--- src/rtl/bpqm_pkg.sv ---
// Shared types and codes for the buffer pool queue manager.
// No dependencies; imported by bpqm_core and buffer_pool_queue_manager.
package bpqm_pkg;

    // Fixed widths of the item fields.
    localparam int OP_W     = 2;
    localparam int LEN_W    = 13;
    localparam int SLOT_W   = 4;
    localparam int STATUS_W = 3;

    // Operation codes.
    typedef enum logic [OP_W-1:0] {
        OP_PUT      = 2'd0,
        OP_TAKE     = 2'd1,
        OP_COMPLETE = 2'd2,
        OP_STOP     = 2'd3
    } op_t;

    // Result status codes.
    typedef enum logic [STATUS_W-1:0] {
        ST_OK       = 3'd0,
        ST_FULL     = 3'd1,
        ST_EMPTY    = 3'd2,
        ST_FINISHED = 3'd3,
        ST_REJECT   = 3'd4
    } status_t;

    // One result of one operation.
    typedef struct packed {
        logic [SLOT_W-1:0] slot;
        logic [LEN_W-1:0]  length;
        status_t           status;
    } result_t;

endpackage

--- src/rtl/bpqm_core.sv ---
// Slot bookkeeping: free FIFO, filled FIFO with lengths, held slot, stop flag.
// Executes one operation per cycle when exec is high. Depends on bpqm_pkg.
module bpqm_core #(
    parameter int QUEUE_SLOTS  = 16,
    parameter int BUFFER_BYTES = 4096
) (
    input  logic                           clk,
    input  logic                           rst_n,
    input  logic                           exec,
    input  bpqm_pkg::op_t                  op,
    input  logic [bpqm_pkg::LEN_W-1:0]     length,
    output bpqm_pkg::result_t              res
);
    import bpqm_pkg::*;

    localparam int SW = (QUEUE_SLOTS > 1) ? $clog2(QUEUE_SLOTS) : 1;
    localparam int CW = $clog2(QUEUE_SLOTS + 1);
    localparam logic [SW-1:0] LAST_IDX = SW'(QUEUE_SLOTS - 1);
    localparam logic [CW-1:0] FULL_CNT = CW'(QUEUE_SLOTS);
    localparam logic [31:0]   BUF_MAX  = 32'(BUFFER_BYTES);

    // Pointer arithmetic modulo the pool size.
    function automatic logic [SW-1:0] ptr_inc(input logic [SW-1:0] p);
        return (p == LAST_IDX) ? '0 : p + SW'(1);
    endfunction

    function automatic logic [SW-1:0] ptr_dec(input logic [SW-1:0] p);
        return (p == '0) ? LAST_IDX : p - SW'(1);
    endfunction

    function automatic logic [SLOT_W-1:0] out_slot(input logic [SW-1:0] s);
        logic [31:0] w;
        w = 32'(s);
        return w[SLOT_W-1:0];
    endfunction

    // Storage arrays.
    logic [SW-1:0]     free_fifo_reg   [QUEUE_SLOTS];
    logic [QUEUE_SLOTS-1:0] free_written_reg, free_written_next;
    logic [SW-1:0]     filled_fifo_reg [QUEUE_SLOTS];
    logic [LEN_W-1:0]  filled_len_reg  [QUEUE_SLOTS];

    // Control registers.
    logic [SW-1:0] free_head_reg, free_head_next;
    logic [SW-1:0] free_tail_reg, free_tail_next;
    logic [CW-1:0] free_count_reg, free_count_next;
    logic [SW-1:0] filled_head_reg, filled_head_next;
    logic [SW-1:0] filled_tail_reg, filled_tail_next;
    logic [CW-1:0] filled_count_reg, filled_count_next;
    logic [SW-1:0] newest_slot_reg, newest_slot_next;
    logic [SW-1:0] held_slot_reg, held_slot_next;
    logic          held_valid_reg, held_valid_next;
    logic          stop_reg, stop_next;

    // Array write controls.
    logic          free_wr_en;
    logic [SW-1:0] free_wr_idx;
    logic [SW-1:0] free_wr_slot;
    logic          filled_wr_en;
    logic [SW-1:0] filled_wr_slot;
    logic          len_wr_en;
    logic [SW-1:0] len_wr_idx;

    logic [SW-1:0]    free_head_slot;
    logic [SW-1:0]    filled_head_slot;
    logic [LEN_W-1:0] len_sat;

    // An entry of the free FIFO that was never written reads as its own index.
    assign free_head_slot   = free_written_reg[free_head_reg] ? free_fifo_reg[free_head_reg]
                                                              : free_head_reg;
    assign filled_head_slot = filled_fifo_reg[filled_head_reg];

    // Lengths above the buffer size saturate to it.
    assign len_sat = (32'(length) > BUF_MAX) ? BUF_MAX[LEN_W-1:0] : length;

    // Operation decode and next state.
    always_comb
    begin
        free_head_next    = free_head_reg;
        free_tail_next    = free_tail_reg;
        free_count_next   = free_count_reg;
        free_written_next = free_written_reg;
        filled_head_next  = filled_head_reg;
        filled_tail_next  = filled_tail_reg;
        filled_count_next = filled_count_reg;
        newest_slot_next  = newest_slot_reg;
        held_slot_next    = held_slot_reg;
        held_valid_next   = held_valid_reg;
        stop_next         = stop_reg;
        free_wr_en        = 1'b0;
        free_wr_idx       = free_tail_reg;
        free_wr_slot      = held_slot_reg;
        filled_wr_en      = 1'b0;
        filled_wr_slot    = free_head_slot;
        len_wr_en         = 1'b0;
        len_wr_idx        = filled_tail_reg;
        res               = '0;
        res.status        = ST_OK;

        unique case (op)
            OP_PUT:
            begin
                if (free_count_reg != '0 && filled_count_reg < FULL_CNT)
                begin
                    free_head_next    = ptr_inc(free_head_reg);
                    free_count_next   = free_count_reg - CW'(1);
                    filled_wr_en      = 1'b1;
                    len_wr_en         = 1'b1;
                    filled_tail_next  = ptr_inc(filled_tail_reg);
                    filled_count_next = filled_count_reg + CW'(1);
                    newest_slot_next  = free_head_slot;
                    res.slot          = out_slot(free_head_slot);
                end
                else if (filled_count_reg != '0)
                begin
                    // No free slot: the newest filled slot takes the new length.
                    len_wr_en  = 1'b1;
                    len_wr_idx = ptr_dec(filled_tail_reg);
                    res.slot   = out_slot(newest_slot_reg);
                    res.status = ST_FULL;
                end
                else
                begin
                    res.status = ST_REJECT;
                end
            end
            OP_TAKE:
            begin
                if (held_valid_reg)
                begin
                    res.status = ST_REJECT;
                end
                else if (filled_count_reg == '0)
                begin
                    res.status = stop_reg ? ST_FINISHED : ST_EMPTY;
                end
                else
                begin
                    filled_head_next  = ptr_inc(filled_head_reg);
                    filled_count_next = filled_count_reg - CW'(1);
                    held_slot_next    = filled_head_slot;
                    held_valid_next   = 1'b1;
                    res.slot          = out_slot(filled_head_slot);
                    res.length        = filled_len_reg[filled_head_reg];
                end
            end
            OP_COMPLETE:
            begin
                if (!held_valid_reg || free_count_reg >= FULL_CNT)
                begin
                    res.status = ST_REJECT;
                end
                else
                begin
                    free_wr_en                       = 1'b1;
                    free_written_next[free_tail_reg] = 1'b1;
                    free_tail_next                   = ptr_inc(free_tail_reg);
                    free_count_next                  = free_count_reg + CW'(1);
                    held_valid_next                  = 1'b0;
                    res.slot                         = out_slot(held_slot_reg);
                end
            end
            OP_STOP:
            begin
                stop_next = 1'b1;
            end
            default:
            begin
                res.status = ST_REJECT;
            end
        endcase
    end

    // Control state.
    always_ff @(posedge clk or negedge rst_n)
    begin
        if (!rst_n)
        begin
            free_head_reg    <= '0;
            free_tail_reg    <= '0;
            free_count_reg   <= FULL_CNT;
            free_written_reg <= '0;
            filled_head_reg  <= '0;
            filled_tail_reg  <= '0;
            filled_count_reg <= '0;
            newest_slot_reg  <= '0;
            held_slot_reg    <= '0;
            held_valid_reg   <= 1'b0;
            stop_reg         <= 1'b0;
        end
        else if (exec)
        begin
            free_head_reg    <= free_head_next;
            free_tail_reg    <= free_tail_next;
            free_count_reg   <= free_count_next;
            free_written_reg <= free_written_next;
            filled_head_reg  <= filled_head_next;
            filled_tail_reg  <= filled_tail_next;
            filled_count_reg <= filled_count_next;
            newest_slot_reg  <= newest_slot_next;
            held_slot_reg    <= held_slot_next;
            held_valid_reg   <= held_valid_next;
            stop_reg         <= stop_next;
        end
    end

    // Array contents.
    always_ff @(posedge clk)
    begin
        if (exec && free_wr_en)
        begin
            free_fifo_reg[free_wr_idx] <= free_wr_slot;
        end
        if (exec && filled_wr_en)
        begin
            filled_fifo_reg[filled_tail_reg] <= filled_wr_slot;
        end
        if (exec && len_wr_en)
        begin
            filled_len_reg[len_wr_idx] <= len_sat;
        end
    end

    // Every slot is free, filled or held, exactly once.
    assert property (@(posedge clk) disable iff (!rst_n)
        (CW'(1) + CW'(0)) == CW'(1) |->
        ({1'b0, free_count_reg} + {1'b0, filled_count_reg} + (CW+1)'(held_valid_reg))
            == (CW+1)'(QUEUE_SLOTS))
        else $error("slot conservation broken");

    // A slot becomes held only through a take.
    assert property (@(posedge clk) disable iff (!rst_n)
        $rose(held_valid_reg) |-> $past(exec && op == OP_TAKE))
        else $error("held slot appeared without a take");

    // The stop flag is never cleared outside reset.
    assert property (@(posedge clk) disable iff (!rst_n)
        !$fell(stop_reg))
        else $error("stop flag cleared");

    // An overwrite is reported only when no slot is free.
    assert property (@(posedge clk) disable iff (!rst_n)
        (exec && res.status == ST_FULL) |-> (free_count_reg == '0 && filled_count_reg != '0))
        else $error("overwrite reported with a free slot");

endmodule

--- src/rtl/buffer_pool_queue_manager.sv ---
// Buffer pool queue manager top level: input register, bookkeeping core, result register.
// Depends on bpqm_pkg and bpqm_core.
//
// Tracks a pool of QUEUE_SLOTS buffer slots moving from a free FIFO to a filled FIFO (put),
// to a single held position (take), and back (complete); stop makes a take on an empty
// queue report finished. Every operation produces exactly one result. The block takes one
// operation per cycle and keeps that rate as long as results are taken; each operation
// passes through the input register and then the result register, the result being computed
// combinationally by the core from the operation held in the input register.
// Put lengths above BUFFER_BYTES are saturated to it. The slot output carries the low four
// bits of the slot index.
module buffer_pool_queue_manager #(
    parameter int QUEUE_SLOTS  = 16,
    parameter int BUFFER_BYTES = 4096
) (
    input  logic                              clk,
    input  logic                              rst_n,
    input  logic                              in_valid,
    output logic                              in_stall,
    input  logic [bpqm_pkg::OP_W-1:0]         operation,
    input  logic [bpqm_pkg::LEN_W-1:0]        length,
    output logic                              out_valid,
    input  logic                              out_stall,
    output logic [bpqm_pkg::SLOT_W-1:0]       slot,
    output logic [bpqm_pkg::LEN_W-1:0]        length_res,
    output logic [bpqm_pkg::STATUS_W-1:0]     status
);
    import bpqm_pkg::*;

    logic             in_held_reg;
    op_t              op_reg;
    logic [LEN_W-1:0] len_reg;
    logic             out_valid_reg;
    result_t          out_reg;
    result_t          core_res;
    logic             advance;
    logic             exec;
    logic             in_xfer;

    // The pipeline moves when the result register is empty or being taken.
    assign advance  = !out_valid_reg || !out_stall;
    assign exec     = in_held_reg && advance;
    assign in_stall = in_held_reg && !advance;
    assign in_xfer  = in_valid && !in_stall;

    // Input register.
    always_ff @(posedge clk or negedge rst_n)
    begin
        if (!rst_n)
        begin
            in_held_reg <= 1'b0;
        end
        else if (in_xfer)
        begin
            in_held_reg <= 1'b1;
        end
        else if (advance)
        begin
            in_held_reg <= 1'b0;
        end
    end

    always_ff @(posedge clk)
    begin
        if (in_xfer)
        begin
            op_reg  <= op_t'(operation);
            len_reg <= length;
        end
    end

    bpqm_core #(
        .QUEUE_SLOTS  (QUEUE_SLOTS),
        .BUFFER_BYTES (BUFFER_BYTES)
    ) u_core (
        .clk    (clk),
        .rst_n  (rst_n),
        .exec   (exec),
        .op     (op_reg),
        .length (len_reg),
        .res    (core_res)
    );

    // Result register.
    always_ff @(posedge clk or negedge rst_n)
    begin
        if (!rst_n)
        begin
            out_valid_reg <= 1'b0;
        end
        else if (advance)
        begin
            out_valid_reg <= in_held_reg;
        end
    end

    always_ff @(posedge clk)
    begin
        if (exec)
        begin
            out_reg <= core_res;
        end
    end

    assign out_valid  = out_valid_reg;
    assign slot       = out_reg.slot;
    assign length_res = out_reg.length;
    assign status     = out_reg.status;

endmodule
--- config.mk ---
export PLATFORM = sky130hd
export DESIGN_NAME = buffer_pool_queue_manager
export DESIGN_NICKNAME = d
export VERILOG_FILES = /design/src/rtl/bpqm_pkg.sv /design/src/rtl/bpqm_core.sv /design/src/rtl/buffer_pool_queue_manager.sv
export SDC_FILE = /design/constraint.sdc
export NUM_CORES = 1
export LEC_CHECK = 0
export ABC_AREA = 0
export ABC_CLOCK_PERIOD_IN_PS = 4030
export BUFFER_PORTS_ARGS = -buffer_cell sky130_fd_sc_hd__buf_2
export CAP_MARGIN = 40
export CORE_MARGIN = 2
export CORE_UTILIZATION = 62
export CTS_CLUSTER_DIAMETER = 80
export DETAILED_ROUTE_END_ITERATION = 8
export GPL_TIMING_DRIVEN = 1
export HOLD_SLACK_MARGIN = 0.1
export PLACE_DENSITY = 0.78
export SLEW_MARGIN = 25
export SYNTH_ARGS = -nofsm -noshare
export SYNTH_HDL_FRONTEND = slang
export SYNTH_SLANG_ARGS = --single-unit
--- constraint.sdc ---
create_clock -name clk -period 4.03 [get_ports clk]
set_input_delay 0.806 -clock clk [delete_from_list [all_inputs] [get_ports clk]]
set_output_delay 0.806 -clock clk [all_outputs]
set_load 0.01 [all_outputs]
==> run metrics <==
multi-input logic area 4562 um2; number of enable flip-flop cells after synthesis 371; CTS H-tree lvls 2; P&R area growth vs syn 13.22%; drt pass-1 iters 5; normalized max-slew margin 46.10%; crit path max fanout 9; CP endpoint kind flop; worst setup path class reg2reg; Syn Area/Cell 18.12 um2; core area 27630 um2; Max Transition Viols Final 0; drt wl/cell 24.73 um; CTS sink count 425; Port Buffer Count 40; RD Place Congestion 0.8119; Period minus WS final 3.317 ns; Root Buffer clkbuf_16; DP Cell Count 1376; post-synthesis compound-gate area fraction 4.710%; initial antenna violation count 0; grt ovf 0; Leak 6.757 nW; combinational family with the most area after synthesis multiplexers; syn nets 994; clk buf depth 3; commonest non-fill, non-tap cells in the layout edfxtp_1 (371), mux4_2 (90), dfrtp_1 (50), buf_4 (46), nor2_1 (45); XOR/XNOR Fraction of Synth Area 0.6574%; Cell Area, Synth 17320 um2; Seq cells post-synth 425; Seq/Total Area, Yosys 72.14%; I/O pins 41; Skew-Pair Late Insertion Delay 0.54 ns; MaxCap Viol Count 0; synthesized-area fraction occupied by adder cells 1.459%; post-DP HPWL 22.54 mm; Worst Path Required 4.27 ns; Synth cell types 61; share of cells above drive strength 1 26.83%; row count 61; RSZ-0062 raised after global routing false; number of nets in the layout 1086; vias in the first global route 9373; initial drt markers 1008; setup TNS 0 ns; CP startpoint kind flop; Fin. Hold Viols 0; clock edge transition at the registers on the reported setup and hold paths 0.06 ns; Main synth FF type edfxtp_1; commonest non-fill, non-tap cell in the layout edfxtp_1; Crit path arrival time 3.56 ns; maximum vdd drop 433.9 uV; R2R cell count 6; Remaining DRCs 0; Hold Path Class in2async; first-pass GRT wire length 55.41 mm; vias per inst 6.377; Die Y 171.1 um; n_diodes 0; asr flop ratio synth 12.71%; Mapped Cells 956; Largest register FFs 208; Routed Antenna Nets 0; Die W 171.1 um; reg-to-reg startpoint u_core.free_count_reg[0]; Final Cycle Share 82.31%; clock skew 0.01845 ns; Worst Tran Pin Value 0.8023 ns; die area 29290 um2; cts hold-fix bufs 0; register area 12500 um2; Cell Count, Final, Fillers Out 1459; postcts setup bufs 0; Final Setup Violations 0; Power Density 639.3 nW/um2; mux share of post-synthesis cell area 13.60%; Pwr Total 12.54 mW; FF-to-FF End u_core.filled_len_reg[6][10]; Synth Area in Simple Gates 5.845%; number of CTS-inserted buffers 42; Global Route Usage Sum 25.76%; worst setup margin 0.7128 ns; run status finished clean; yosys warns 0; Routed WL 36.09 mm; routed vias 9304; r2r setup slk 0.71 ns; TritonCTS clock tree done; cts repair resizes 0; pre-CTS setup slack 0.8374 ns; pin count of the biggest net entering global routing 34; Achievable Freq 0.3015 GHz; Final Util 70.97%; Fillers 1661; Initial Util 62.68%
==> where the power goes <==
group | internal [mW] | switching [mW]
Combinational | 1.34 | 1.40
Clock | 2.25 | 1.60
Sequential | 5.37 | 0.578
==> metrics by stage <==
stage / cell area, um2 / hold slack (ns)
detailed placement: 18190 / 0.4545
CTS: 19560 / 0.3259
global placement: 18120 / 0.4480
finish: 19610 / 0.3031
floorplan: 17320 / 0.4394
global route: 19610 / 0.3603
==> how the worst max path moves through the flow <==
stage                              startpoint                           end  slack [ns]  cells after the start
floorplan           u_core.filled_tail_reg[0]   u_core.filled_len_reg[0][0]        1.25                      6
global placement     u_core.free_count_reg[0]   u_core.filled_len_reg[6][6]        0.94                      6
detailed placement   u_core.free_count_reg[0]   u_core.filled_len_reg[6][9]        0.84                      6
CTS                  u_core.free_count_reg[0]   u_core.filled_len_reg[6][6]        0.83                      6
global route         u_core.free_count_reg[0]   u_core.filled_len_reg[6][6]        0.58                      6
finish               u_core.free_count_reg[0]  u_core.filled_len_reg[6][10]        0.71                      6
==> worst max-delay path, cell delays in order (launching register included) <==
cell	delay [ns]
dfrtp_1	0.45
nor4_4	0.53
a21oi_2	0.20
nor2_1	0.62
nand4_1	0.35
a21oi_2	0.59
buf_4	0.28
==> synthesized netlist by cell type, drive strengths merged, types with 3 or more instances <==
cell    number  area (um2)
a22oi        3       22.52
and4         3       26.28
a21oi       30       153.9
nand2       40       150.1
a21o        11       82.58
a31oi        6       37.54
a211oi       5       37.54
and2        17       106.4
edfxtp     371       11140
a311oi       5       43.79
buf         20       107.6
nor3        11       55.05
inv         16       60.06
nor4         3       33.78
ha          17       212.7
nor2        45       168.9
mux2i       17       170.2
a221oi       4       35.03
a222oi       3       30.03
dfrtp       53        1326
nand2b      10       62.56
nor2b       19       118.9
nand4        5       31.28
mux2         7       78.83
clkbuf      27       101.4
o31ai       10       75.07
xnor2        8       70.07
o22ai        3       18.77
or2         16       100.1
o21ai       29       148.9
mux4        93        2106
nand3       12       60.06
xor2         5       43.79
==> area by class of cell <==
class,instances,area share [%]
Clock buffer,52,5.711
Multi-Input combinational cell,466,23.26
Clock inverter,25,1.283
Sequential cell,425,63.74
Timing Repair Buffer,95,3.241
Tap cell,378,2.412
Inverter,18,0.3446
==> kinds of logic (layout without fill, tap and decap cells) <==
logic type / count (synthesis) / count (layout)
mux: 117 / 117
simple gates: 194 / 194
flops: 425 / 425
buf+inv: 65 / 190
compound gates: 123 / 123
xor+xnor: 13 / 13
fa+ha+maj: 19 / 19
==> layer usage <==
layer  track usage, %  routed length [um]  vias up
met5                0                   0        -
met2            41.81               18160      465
met4            8.732                 964        0
met1            35.99               14060     4760
met3            4.603                2901       74
li1                 -                   -     4005
Power figures use the tool's default switching activity.
